### config.mk
export PLATFORM = sky130hd
export DESIGN_NAME = mixed_fraction_arithmetic
export DESIGN_NICKNAME = d
export VERILOG_FILES = /design/src/hdl/mfa_pkg.sv /design/src/hdl/mfa_divider.sv /design/src/hdl/mfa_datapath.sv /design/src/hdl/mfa_ctrl.sv /design/src/hdl/mixed_fraction_arithmetic.sv
export SDC_FILE = /design/constraint.sdc
export NUM_CORES = 2
export LEC_CHECK = 0
export BUFFER_PORTS_ARGS = -buffer_cell sky130_fd_sc_hd__clkbuf_2
export CORE_AREA = 3 3 452 454
export CTS_BUF_LIST = sky130_fd_sc_hd__clkbuf_8
export CTS_CLUSTER_DIAMETER = 150
export DETAILED_ROUTE_END_ITERATION = 8
export DIE_AREA = 0 0 455 457
export REMOVE_ABC_BUFFERS = 1
export SLEW_MARGIN = 20
export SYNTH_ARGS = -nofsm -noshare
export SYNTH_HDL_FRONTEND = slang
export SYNTH_SLANG_ARGS = --single-unit
### constraint.sdc
create_clock -name clk_i -period 13.25 [get_ports clk_i]
set_input_delay 2.65 -clock clk_i [delete_from_list [all_inputs] [get_ports clk_i]]
set_output_delay 2.65 -clock clk_i [all_outputs]
set_load 0.01 [all_outputs]
### src/hdl/mfa_pkg.sv
// mfa_pkg: widths, codes and command/status types for mixed_fraction_arithmetic
// no dependencies; imported by every module of the block

package mfa_pkg;

  // operand field width and derived datapath widths
  localparam int unsigned FIELD_W = 12;
  localparam int unsigned N_W     = 2 * FIELD_W + 1;   // improper numerator
  localparam int unsigned NUM_W   = 2 * N_W;           // products and result numerator
  localparam int unsigned DEN_W   = 3 * FIELD_W + 1;   // result denominator
  localparam int unsigned OUT_W   = 48;
  localparam int unsigned K_W     = $clog2(DEN_W + 1);
  localparam int unsigned CNT_W   = $clog2(NUM_W + 1);

  typedef enum logic [1:0] {
    MODE_ADD = 2'd0,
    MODE_SUB = 2'd1,
    MODE_MUL = 2'd2,
    MODE_DIV = 2'd3
  } mode_e;

  typedef enum logic [1:0] {
    ERR_NONE     = 2'd0,
    ERR_ZERO_DEN = 2'd1,
    ERR_DIV_ZERO = 2'd2
  } err_e;

  typedef enum logic [2:0] {
    MUL_N1,
    MUL_N2,
    MUL_T1,
    MUL_T2,
    MUL_T3
  } mul_sel_e;

  typedef enum logic [1:0] {
    DIV_WHOLE,
    DIV_NUMER,
    DIV_DENOM
  } div_sel_e;

  typedef enum logic [4:0] {
    ST_IDLE,
    ST_N1,
    ST_N2,
    ST_CHK,
    ST_T1,
    ST_T2,
    ST_T3,
    ST_COMB,
    ST_QW_GO,
    ST_QW_WAIT,
    ST_REMCHK,
    ST_GCD_INIT,
    ST_GCD,
    ST_GMAKE,
    ST_QN_GO,
    ST_QN_WAIT,
    ST_QD_GO,
    ST_QD_WAIT,
    ST_OUT
  } state_e;

  typedef struct packed {
    logic     load;
    logic     mul_en;
    mul_sel_e mul_sel;
    logic     combine;
    logic     div_start;
    logic     div_cap;
    div_sel_e div_sel;
    logic     gcd_init;
    logic     gcd_step;
    logic     gmake;
    logic     out_load;
  } cmd_t;

  typedef struct packed {
    logic err_zero_den;
    logic err_div_zero;
    logic rem_zero;
    logic gcd_done;
    logic div_busy;
  } sts_t;

endpackage

### src/hdl/mfa_divider.sv
// mfa_divider: restoring divider, one quotient bit per cycle
// depends on mfa_pkg

module mfa_divider
  import mfa_pkg::*;
(
  input  logic             clk_i,
  input  logic             rst_ni,
  input  logic             start_i,
  input  logic [NUM_W-1:0] dividend_i,
  input  logic [DEN_W-1:0] divisor_i,
  output logic             busy_o,
  output logic [NUM_W-1:0] quot_o,
  output logic [DEN_W-1:0] rem_o
);

  logic             busy_q, busy_d;
  logic [CNT_W-1:0] cnt_q, cnt_d;
  logic [NUM_W-1:0] quo_q, quo_d;
  logic [DEN_W-1:0] acc_q, acc_d;
  logic [DEN_W-1:0] dvs_q, dvs_d;
  logic [DEN_W:0]   shifted;
  logic [DEN_W:0]   diff;

  // shift in next dividend bit and trial subtract
  always_comb begin
    shifted = {acc_q, quo_q[NUM_W-1]};
    diff    = shifted - {1'b0, dvs_q};
    busy_d  = busy_q;
    cnt_d   = cnt_q;
    quo_d   = quo_q;
    acc_d   = acc_q;
    dvs_d   = dvs_q;
    if (start_i) begin
      busy_d = 1'b1;
      cnt_d  = CNT_W'(NUM_W);
      quo_d  = dividend_i;
      acc_d  = '0;
      dvs_d  = divisor_i;
    end else if (busy_q) begin
      if (!diff[DEN_W]) begin
        acc_d = diff[DEN_W-1:0];
        quo_d = {quo_q[NUM_W-2:0], 1'b1};
      end else begin
        acc_d = shifted[DEN_W-1:0];
        quo_d = {quo_q[NUM_W-2:0], 1'b0};
      end
      cnt_d = cnt_q - CNT_W'(1);
      if (cnt_q == CNT_W'(1)) busy_d = 1'b0;
    end
  end

  // control state
  always_ff @(posedge clk_i or negedge rst_ni) begin
    if (!rst_ni) begin
      busy_q <= 1'b0;
      cnt_q  <= '0;
    end else begin
      busy_q <= busy_d;
      cnt_q  <= cnt_d;
    end
  end

  // working registers
  always_ff @(posedge clk_i) begin
    quo_q <= quo_d;
    acc_q <= acc_d;
    dvs_q <= dvs_d;
  end

  assign busy_o = busy_q;
  assign quot_o = quo_q;
  assign rem_o  = acc_q;

endmodule

### src/hdl/mfa_datapath.sv
// mfa_datapath: operand registers, shared multiplier, sign combine, binary gcd,
// divider and result registers; depends on mfa_pkg and mfa_divider

module mfa_datapath
  import mfa_pkg::*;
(
  input  logic               clk_i,
  input  logic               rst_ni,
  input  cmd_t               cmd_i,
  output sts_t               sts_o,
  input  logic [1:0]         mode_i,
  input  logic               first_sign_i,
  input  logic [FIELD_W-1:0] first_whole_i,
  input  logic [FIELD_W-1:0] first_numer_i,
  input  logic [FIELD_W-1:0] first_denom_i,
  input  logic               second_sign_i,
  input  logic [FIELD_W-1:0] second_whole_i,
  input  logic [FIELD_W-1:0] second_numer_i,
  input  logic [FIELD_W-1:0] second_denom_i,
  output logic               result_sign_o,
  output logic [OUT_W-1:0]   result_whole_o,
  output logic [OUT_W-1:0]   result_numer_o,
  output logic [OUT_W-1:0]   result_denom_o,
  output logic [1:0]         error_code_o
);

  mode_e              mode_q;
  logic               s1_q, s2_q;
  logic [FIELD_W-1:0] w1_q, f1_q, d1_q, w2_q, f2_q, d2_q;
  logic [N_W-1:0]     n1_q, n2_q;
  logic [NUM_W-1:0]   t1_q, t2_q, num_q, whole_q;
  logic [DEN_W-1:0]   den_q, rem_q, ga_q, gb_q, g_q, numer_q, dred_q;
  logic [K_W-1:0]     k_q;
  logic               neg_q;

  logic               res_sign_q;
  logic [OUT_W-1:0]   res_whole_q, res_numer_q, res_denom_q;
  logic [1:0]         res_err_q;

  // input word capture
  always_ff @(posedge clk_i) begin
    if (cmd_i.load) begin
      mode_q <= mode_e'(mode_i);
      s1_q   <= first_sign_i;
      w1_q   <= first_whole_i;
      f1_q   <= first_numer_i;
      d1_q   <= first_denom_i;
      s2_q   <= second_sign_i;
      w2_q   <= second_whole_i;
      f2_q   <= second_numer_i;
      d2_q   <= second_denom_i;
    end
  end

  // shared multiply-add
  logic [N_W-1:0]     ma, mb;
  logic [FIELD_W-1:0] mc;
  logic [NUM_W-1:0]   prod;

  always_comb begin
    ma = N_W'(w1_q);
    mb = N_W'(d1_q);
    mc = '0;
    case (cmd_i.mul_sel)
      MUL_N1: begin
        ma = N_W'(w1_q);
        mb = N_W'(d1_q);
        mc = f1_q;
      end
      MUL_N2: begin
        ma = N_W'(w2_q);
        mb = N_W'(d2_q);
        mc = f2_q;
      end
      MUL_T1: begin
        ma = n1_q;
        mb = (mode_q == MODE_MUL) ? n2_q : N_W'(d2_q);
      end
      MUL_T2: begin
        ma = n2_q;
        mb = N_W'(d1_q);
      end
      MUL_T3: begin
        ma = N_W'(d1_q);
        mb = (mode_q == MODE_DIV) ? n2_q : N_W'(d2_q);
      end
      default: ;
    endcase
    prod = NUM_W'(ma) * NUM_W'(mb) + NUM_W'(mc);
  end

  always_ff @(posedge clk_i) begin
    if (cmd_i.mul_en) begin
      case (cmd_i.mul_sel)
        MUL_N1:  n1_q  <= prod[N_W-1:0];
        MUL_N2:  n2_q  <= prod[N_W-1:0];
        MUL_T1:  t1_q  <= prod;
        MUL_T2:  t2_q  <= prod;
        MUL_T3:  den_q <= prod[DEN_W-1:0];
        default: ;
      endcase
    end
  end

  // signed combine of cross products
  logic             sa, sb, ng;
  logic [NUM_W-1:0] mag;

  always_comb begin
    sa = s1_q;
    sb = (mode_q == MODE_SUB) ? ~s2_q : s2_q;
    if (mode_q == MODE_ADD || mode_q == MODE_SUB) begin
      if (sa == sb) begin
        mag = t1_q + t2_q;
        ng  = sa;
      end else if (t1_q >= t2_q) begin
        mag = t1_q - t2_q;
        ng  = sa;
      end else begin
        mag = t2_q - t1_q;
        ng  = sb;
      end
    end else begin
      mag = t1_q;
      ng  = s1_q ^ s2_q;
    end
  end

  always_ff @(posedge clk_i) begin
    if (cmd_i.combine) begin
      num_q <= mag;
      neg_q <= ng & (mag != '0);
    end
  end

  // shared divider
  logic [NUM_W-1:0] dividend, quot;
  logic [DEN_W-1:0] divisor, drem;
  logic             div_busy;

  always_comb begin
    dividend = num_q;
    divisor  = den_q;
    case (cmd_i.div_sel)
      DIV_WHOLE: begin
        dividend = num_q;
        divisor  = den_q;
      end
      DIV_NUMER: begin
        dividend = NUM_W'(rem_q);
        divisor  = g_q;
      end
      DIV_DENOM: begin
        dividend = NUM_W'(den_q);
        divisor  = g_q;
      end
      default: ;
    endcase
  end

  mfa_divider u_div (
    .clk_i      (clk_i),
    .rst_ni     (rst_ni),
    .start_i    (cmd_i.div_start),
    .dividend_i (dividend),
    .divisor_i  (divisor),
    .busy_o     (div_busy),
    .quot_o     (quot),
    .rem_o      (drem)
  );

  always_ff @(posedge clk_i) begin
    if (cmd_i.div_cap) begin
      case (cmd_i.div_sel)
        DIV_WHOLE: begin
          whole_q <= quot;
          rem_q   <= drem;
        end
        DIV_NUMER: numer_q <= quot[DEN_W-1:0];
        DIV_DENOM: dred_q  <= quot[DEN_W-1:0];
        default: ;
      endcase
    end
  end

  // binary gcd, one step per cycle
  always_ff @(posedge clk_i) begin
    if (cmd_i.gcd_init) begin
      ga_q <= rem_q;
      gb_q <= den_q;
      k_q  <= '0;
    end else if (cmd_i.gcd_step) begin
      if (!ga_q[0] && !gb_q[0]) begin
        ga_q <= ga_q >> 1;
        gb_q <= gb_q >> 1;
        k_q  <= k_q + K_W'(1);
      end else if (!ga_q[0]) begin
        ga_q <= ga_q >> 1;
      end else if (!gb_q[0]) begin
        gb_q <= gb_q >> 1;
      end else if (ga_q > gb_q) begin
        ga_q <= (ga_q - gb_q) >> 1;
      end else begin
        gb_q <= (gb_q - ga_q) >> 1;
      end
    end
    if (cmd_i.gmake) g_q <= ga_q << k_q;
  end

  // result formatting with whole part saturation
  logic [OUT_W+NUM_W-1:0] whole_x;
  logic [OUT_W+DEN_W-1:0] numer_x, denom_x;
  logic [OUT_W-1:0]       whole_sat;
  logic                   rem_zero;

  always_comb begin
    whole_x   = {{OUT_W{1'b0}}, whole_q};
    numer_x   = {{OUT_W{1'b0}}, numer_q};
    denom_x   = {{OUT_W{1'b0}}, dred_q};
    whole_sat = (|whole_x[OUT_W+NUM_W-1:OUT_W]) ? '1 : whole_x[OUT_W-1:0];
    rem_zero  = (rem_q == '0);
  end

  always_ff @(posedge clk_i) begin
    if (cmd_i.out_load) begin
      if (sts_o.err_zero_den || sts_o.err_div_zero) begin
        res_sign_q  <= 1'b0;
        res_whole_q <= '0;
        res_numer_q <= '0;
        res_denom_q <= '0;
        res_err_q   <= sts_o.err_zero_den ? ERR_ZERO_DEN : ERR_DIV_ZERO;
      end else begin
        res_sign_q  <= neg_q;
        res_whole_q <= whole_sat;
        res_numer_q <= rem_zero ? '0 : numer_x[OUT_W-1:0];
        res_denom_q <= rem_zero ? OUT_W'(1) : denom_x[OUT_W-1:0];
        res_err_q   <= ERR_NONE;
      end
    end
  end

  // status to controller
  always_comb begin
    sts_o.err_zero_den = (d1_q == '0) || (d2_q == '0);
    sts_o.err_div_zero = (mode_q == MODE_DIV) && (n2_q == '0);
    sts_o.rem_zero     = rem_zero;
    sts_o.gcd_done     = (ga_q == gb_q);
    sts_o.div_busy     = div_busy;
  end

  assign result_sign_o  = res_sign_q;
  assign result_whole_o = res_whole_q;
  assign result_numer_o = res_numer_q;
  assign result_denom_o = res_denom_q;
  assign error_code_o   = res_err_q;

endmodule

### src/hdl/mfa_ctrl.sv
// mfa_ctrl: sequencer for one word at a time and output valid register
// depends on mfa_pkg

module mfa_ctrl
  import mfa_pkg::*;
(
  input  logic clk_i,
  input  logic rst_ni,
  input  logic in_valid_i,
  output logic in_stall_o,
  output logic out_valid_o,
  input  logic out_stall_i,
  output cmd_t cmd_o,
  input  sts_t sts_i
);

  state_e state_q, state_d;
  logic   out_valid_q, out_valid_d;

  // state register
  always_ff @(posedge clk_i or negedge rst_ni) begin
    if (!rst_ni) begin
      state_q     <= ST_IDLE;
      out_valid_q <= 1'b0;
    end else begin
      state_q     <= state_d;
      out_valid_q <= out_valid_d;
    end
  end

  // next state and commands
  always_comb begin
    state_d = state_q;
    cmd_o   = '0;
    cmd_o.mul_sel = MUL_N1;
    cmd_o.div_sel = DIV_WHOLE;
    unique case (state_q)
      ST_IDLE: begin
        if (in_valid_i) begin
          cmd_o.load = 1'b1;
          state_d    = ST_N1;
        end
      end
      ST_N1: begin
        cmd_o.mul_en  = 1'b1;
        cmd_o.mul_sel = MUL_N1;
        state_d       = ST_N2;
      end
      ST_N2: begin
        cmd_o.mul_en  = 1'b1;
        cmd_o.mul_sel = MUL_N2;
        state_d       = ST_CHK;
      end
      ST_CHK: begin
        if (sts_i.err_zero_den || sts_i.err_div_zero) state_d = ST_OUT;
        else state_d = ST_T1;
      end
      ST_T1: begin
        cmd_o.mul_en  = 1'b1;
        cmd_o.mul_sel = MUL_T1;
        state_d       = ST_T2;
      end
      ST_T2: begin
        cmd_o.mul_en  = 1'b1;
        cmd_o.mul_sel = MUL_T2;
        state_d       = ST_T3;
      end
      ST_T3: begin
        cmd_o.mul_en  = 1'b1;
        cmd_o.mul_sel = MUL_T3;
        state_d       = ST_COMB;
      end
      ST_COMB: begin
        cmd_o.combine = 1'b1;
        state_d       = ST_QW_GO;
      end
      ST_QW_GO: begin
        cmd_o.div_start = 1'b1;
        cmd_o.div_sel   = DIV_WHOLE;
        state_d         = ST_QW_WAIT;
      end
      ST_QW_WAIT: begin
        cmd_o.div_sel = DIV_WHOLE;
        if (!sts_i.div_busy) begin
          cmd_o.div_cap = 1'b1;
          state_d       = ST_REMCHK;
        end
      end
      ST_REMCHK: begin
        if (sts_i.rem_zero) state_d = ST_OUT;
        else state_d = ST_GCD_INIT;
      end
      ST_GCD_INIT: begin
        cmd_o.gcd_init = 1'b1;
        state_d        = ST_GCD;
      end
      ST_GCD: begin
        if (sts_i.gcd_done) state_d = ST_GMAKE;
        else cmd_o.gcd_step = 1'b1;
      end
      ST_GMAKE: begin
        cmd_o.gmake = 1'b1;
        state_d     = ST_QN_GO;
      end
      ST_QN_GO: begin
        cmd_o.div_start = 1'b1;
        cmd_o.div_sel   = DIV_NUMER;
        state_d         = ST_QN_WAIT;
      end
      ST_QN_WAIT: begin
        cmd_o.div_sel = DIV_NUMER;
        if (!sts_i.div_busy) begin
          cmd_o.div_cap = 1'b1;
          state_d       = ST_QD_GO;
        end
      end
      ST_QD_GO: begin
        cmd_o.div_start = 1'b1;
        cmd_o.div_sel   = DIV_DENOM;
        state_d         = ST_QD_WAIT;
      end
      ST_QD_WAIT: begin
        cmd_o.div_sel = DIV_DENOM;
        if (!sts_i.div_busy) begin
          cmd_o.div_cap = 1'b1;
          state_d       = ST_OUT;
        end
      end
      ST_OUT: begin
        if (!out_valid_q || !out_stall_i) begin
          cmd_o.out_load = 1'b1;
          state_d        = ST_IDLE;
        end
      end
      default: state_d = ST_IDLE;
    endcase
  end

  // output word valid
  always_comb begin
    out_valid_d = out_valid_q;
    if (cmd_o.out_load) out_valid_d = 1'b1;
    else if (out_valid_q && !out_stall_i) out_valid_d = 1'b0;
  end

  assign in_stall_o  = (state_q != ST_IDLE);
  assign out_valid_o = out_valid_q;

  // accepted word starts the sequence
  a_accept_start: assert property (@(posedge clk_i) disable iff (!rst_ni)
    (in_valid_i && !in_stall_o) |=> (state_q == ST_N1))
    else $error("accepted word did not start the sequence");

  // result register never overwritten while a word waits
  a_no_overwrite: assert property (@(posedge clk_i) disable iff (!rst_ni)
    cmd_o.out_load |-> !(out_valid_q && out_stall_i))
    else $error("result overwritten while stalled");

  // divider started only when free
  a_div_free: assert property (@(posedge clk_i) disable iff (!rst_ni)
    cmd_o.div_start |-> !sts_i.div_busy)
    else $error("divider restarted while busy");

  // loading a result always raises valid
  a_out_valid: assert property (@(posedge clk_i) disable iff (!rst_ni)
    cmd_o.out_load |=> out_valid_q)
    else $error("result loaded without valid");

endmodule

### src/hdl/mixed_fraction_arithmetic.sv
// mixed_fraction_arithmetic: top level, joins controller and datapath
// depends on mfa_pkg, mfa_ctrl, mfa_datapath
//
//   channel  direction  handshake             payload
//   in       input      in_valid_i/in_stall_o  mode, two signed mixed operands
//   out      output     out_valid_o/out_stall_i sign, whole, numer, denom, error
//
// one word at a time; a word with an error skips the cross products and the divider,
// one with a zero remainder skips the gcd loop and the two reducing divides, and
// the rest take three passes of the shared bit-serial divider and the gcd loop
// rst_ni clears the sequencer and output valid; no clearing pass
// a waiting result does not block intake; a new result waits in ST_OUT for space

module mixed_fraction_arithmetic
  import mfa_pkg::*;
(
  input  logic               clk_i,
  input  logic               rst_ni,
  input  logic               in_valid_i,
  output logic               in_stall_o,
  input  logic [1:0]         mode_i,
  input  logic               first_sign_i,
  input  logic [FIELD_W-1:0] first_whole_i,
  input  logic [FIELD_W-1:0] first_numer_i,
  input  logic [FIELD_W-1:0] first_denom_i,
  input  logic               second_sign_i,
  input  logic [FIELD_W-1:0] second_whole_i,
  input  logic [FIELD_W-1:0] second_numer_i,
  input  logic [FIELD_W-1:0] second_denom_i,
  output logic               out_valid_o,
  input  logic               out_stall_i,
  output logic               result_sign_o,
  output logic [OUT_W-1:0]   result_whole_o,
  output logic [OUT_W-1:0]   result_numer_o,
  output logic [OUT_W-1:0]   result_denom_o,
  output logic [1:0]         error_code_o
);

  cmd_t cmd;
  sts_t sts;

  mfa_ctrl u_ctrl (
    .clk_i       (clk_i),
    .rst_ni      (rst_ni),
    .in_valid_i  (in_valid_i),
    .in_stall_o  (in_stall_o),
    .out_valid_o (out_valid_o),
    .out_stall_i (out_stall_i),
    .cmd_o       (cmd),
    .sts_i       (sts)
  );

  mfa_datapath u_dp (
    .clk_i          (clk_i),
    .rst_ni         (rst_ni),
    .cmd_i          (cmd),
    .sts_o          (sts),
    .mode_i         (mode_i),
    .first_sign_i   (first_sign_i),
    .first_whole_i  (first_whole_i),
    .first_numer_i  (first_numer_i),
    .first_denom_i  (first_denom_i),
    .second_sign_i  (second_sign_i),
    .second_whole_i (second_whole_i),
    .second_numer_i (second_numer_i),
    .second_denom_i (second_denom_i),
    .result_sign_o  (result_sign_o),
    .result_whole_o (result_whole_o),
    .result_numer_o (result_numer_o),
    .result_denom_o (result_denom_o),
    .error_code_o   (error_code_o)
  );

endmodule

==> implementation parameters <==
Parameter                              Value

Timing
  Post-route clock period utilization ... about nine tenths
  Aggregate negative setup slack ... 0 ns
  Worst clock skew on the final layout ... approximately 0.08 ns
  Final setup viols ... 0
  Final critical-path required period ... approximately 12 ns
  Worst setup slack after layout ... around 1.5 ns
  Slew margin rel. ... a little over a tenth
  Hold Violations, Final ... 0
  RSZ-0062 raised after global routing ... no
  Final hold slack ... around 0.44 ns
  Actual transition at the worst max-transition pin ... about 1.3 ns
  Max-slew violation count ... 0
  Achievable Freq ... 84.78 MHz

Finish
  Area occupied by registers ... about 0.025 mm^2
  Fill cell instance count of the final layout ... 19950
  Fraction of final layout cells sized beyond drive strength 1 ... 9.734%
  Final net count ... roughly 8400
  Area added between synthesis and finish ... 10.15%
  Footprint of the multi-input gates ... roughly 0.04 mm^2

Yosys
  Yosys top cell by area ... edfxtp_1
  Synthesized-area fraction occupied by and/or/nand/nor cells ... 13.73%
  Synth area leaders ... edfxtp_1 (34%), fa_1 (16%), ha_1 (8.3%), inv_1 (5.0%), nand2_1 (4.0%)
  Compound-Gate Fraction of Synth Area ... 14.40%
  Sequential fraction of the synthesis area ... 35.86%
  Mapped Area ... about 0.070 mm^2
  Cell count after synthesis ... 7196
  Post-synthesis async set-or-reset flop share ... between 1.5 and 2%
  Synth Area in XOR/XNOR ... 2.173%
  Most numerous cell in the Yosys netlist ... inv_1
  Avg Cell Area, Syn ... just under 10 um^2
  Unique masters post-synth ... just under 100
  EDFF count, synth ... about 800
  Most used flip-flop cell after synthesis ... edfxtp_1
  Synth top cells by count ... inv_1 (928), edfxtp_1 (798), nand2_1 (755), nor2_1 (682), fa_1 (544)
  Fraction of synthesized area in multiplexers ... about 2.6%
  Syn. warnings ... 0
  Fraction of the mapped netlist area in adder cells ... approximately a quarter
  Area share of the leading cell type in the synthesized netlist ... about a third
  Combinational family with the most area after synthesis ... adder cells
  Number of register bits inferred by synthesis ... 854

Global routing
  Maximum number of pins on one net before global-route repair ... between 100 and 150
  Overall track demand over capacity in global routing ... between 20% and 30%
  Vias in the first global route ... between 50000 and 60000
  Overflow left after global routing ... 0
  Antenna violations before repair ... 9
  First-pass GRT wire length ... 369300 um

Clocking
  Number of gates resized after CTS ... 0
  H-tree level count ... 4
  Num CTS Buffers ... approximately 150
  Number of clock sinks ... around 850
  Clock tree from TritonCTS ... done
  Setup Fix Bufs, Post-CTS ... 0
  Quantity of hold-fixing buffers added after cts ... 0
  Worst-case clock buffer depth ... 3
  Clk Tree Root Cell ... clkbuf_8
  Clock-pin slew on the worst setup and hold paths ... 0.06 ns
  Worst-Skew Late Latency ... roughly 0.92 ns

Status
  Status ... completed

Detailed routing
  Routed vias/inst ... between 5 and 6
  First DRT Iteration DRCs ... between 5000 and 6000
  Wire per inst ... ~25 um
  Via count of the routed design ... ~56000
  Detailed Route WL ... around 250000 um
  Pre-Repair DR Iteration Count ... 6
  Remaining design rule violation count ... 0
  Final antenna-violating net count ... 0

Worst setup path
  Logic depth of the worst path, buffers included ... 34
  Buffers & Inverters on Critical Path ... 5
  Critical path class ... register to register
  Capturing point of the worst reg2reg path ... u_dp.t1_q[49]$_DFFE_PP_
  Startpoint of the worst-slack reg-to-reg timing path ... u_ctrl.state_q[1]$_DFFE_PN0P_
  Required time at the worst-slack endpoint ... 13.87 ns
  Startpoint types ... register
  Cell type group with the largest total delay on the critical path ... adder cells
  Worst Reg-to-Reg Cells ... 34
  CP max FO ... 37
  Destination of the critical timing path ... u_dp.t1_q[49]$_DFFE_PP_
  Arrival time worst endpoint ... between 10 and 15 ns
  Top cell by count, worst path ... fa_1
  Critical Path Start ... u_ctrl.state_q[1]$_DFFE_PN0P_
  Critical Path End Type ... register
  Longest individual stage delay on the worst path ... 0.76 ns
  Slowest stage cell on the critical path ... nor4b_1
  R2R setup slack ... approximately 1.5 ns

Placement
  Detailed placer's ending HPWL ... about 190000 um
  Routability-driven placement congestion ratio ... roughly 0.98
  Count of input and output buffers ... around 210
  Worst slack, placed ... around 1.6 ns

Floorplanning
  Standard-cell rows ... ~160
  Initial core utilization ... a little over a third
  Total die area ... ~0.21 mm^2
  Horizontal extent of the die ... approximately 460 um
  Total core area ... between 0.2 and 0.25 mm^2
  Die extent in y ... around 460 um
  Io pins ... 229

Min path
  Worst hold path class ... register to register

Job
  Number of max-capacitance violations reported ... 0
worst min-delay path by stage:
stage	startpoint	end	slack (ns)	cells after the start
6_report	u_dp.u_div.quot_o[48]$_DFFE_PP_	u_dp.whole_q[48]$_DFFE_PP_	0.44	0
5_1_grt	u_dp.u_div.quot_o[45]$_DFFE_PP_	u_dp.whole_q[45]$_DFFE_PP_	0.48	0
4_1_cts	u_dp.u_div.quot_o[48]$_DFFE_PP_	u_dp.whole_q[48]$_DFFE_PP_	0.45	0
3_5_place_dp	u_dp.u_div.quot_o[48]$_DFFE_PP_	u_dp.whole_q[48]$_DFFE_PP_	0.44	0
3_3_place_gp	u_dp.u_div.quot_o[48]$_DFFE_PP_	u_dp.whole_q[48]$_DFFE_PP_	0.44	0
2_1_floorplan	u_dp.u_div.quot_o[37]$_DFFE_PP_	u_dp.whole_q[37]$_DFFE_PP_	0.43	0
layout by cell type, fill, tap and decap left out, types with 47 or more instances in the layout:
cell,instances
nand2_1,754
clkbuf_8,166
nand2b_1,79
a21oi_1,398
o21bai_1,51
fa_1,544
a31oi_1,53
nor3_1,88
nand3_1,81
nand4_1,66
ha_1,466
mux2i_1,88
a211oi_1,58
a21o_1,113
o21a_1,88
buf_4,151
nor2_1,679
nor2b_1,52
edfxtp_1,798
o21ai_0,366
mux2_2,47
xnor2_1,124
a22oi_1,83
inv_1,973
clkbuf_2,206
and2_1,110
kinds of logic after synthesis:
group | after synthesis
mux | 154
fa+ha+maj | 1011
xor+xnor | 174
compound gates | 1549
simple gates | 2121
flops | 854
other cells | 1
buf+inv | 1332
metrics by stage:
stage / cell area, um^2 / cells / utilization, %
floorplan: 68540 / 6814 / -
global placement: 74250 / 9827 / 37.11
detailed placement: 74250 / 9827 / 37.11
CTS: 77220 / 10100 / 38.59
global route: 77230 / 10110 / 38.60
finish: 77240 / 10110 / 38.61
cell type report:
class                   instances  share of cell area [%]
diodes                          6                 0.01944
well taps                    2656                   4.303
flip-flops and latches        854                   32.57
inverters                     929                   4.515
clock inverters               111                  0.8764
multi-input cells            5031                   51.96
clock buffers                 166                   2.958
repair buffers                357                   2.802
state kept, by name (all words and copies together), names as in the netlist, 48 cells and up:
register,flops
u_dp.u_div.quot_o,50
u_dp.result_whole_o,48
u_dp.num_q,50
u_dp.whole_q,50
u_dp.t1_q,50
u_dp.t2_q,50
metal layers:
metal  routed length [um]  share of wire [%]  up-vias  GRT usage (%)
met4                13860                5.5        4          11.47
met1               106100                 42    27690          32.13
met2               113500                 45     2533          37.36
met3                17720                7.1      546          3.507
li1                     -                  -    24890              -
met5                   21             0.0084        -              0
Power is left out: the tool's default activity adds up to more than one toggle a clock period on the data nets, which glitch-free logic cannot reach.
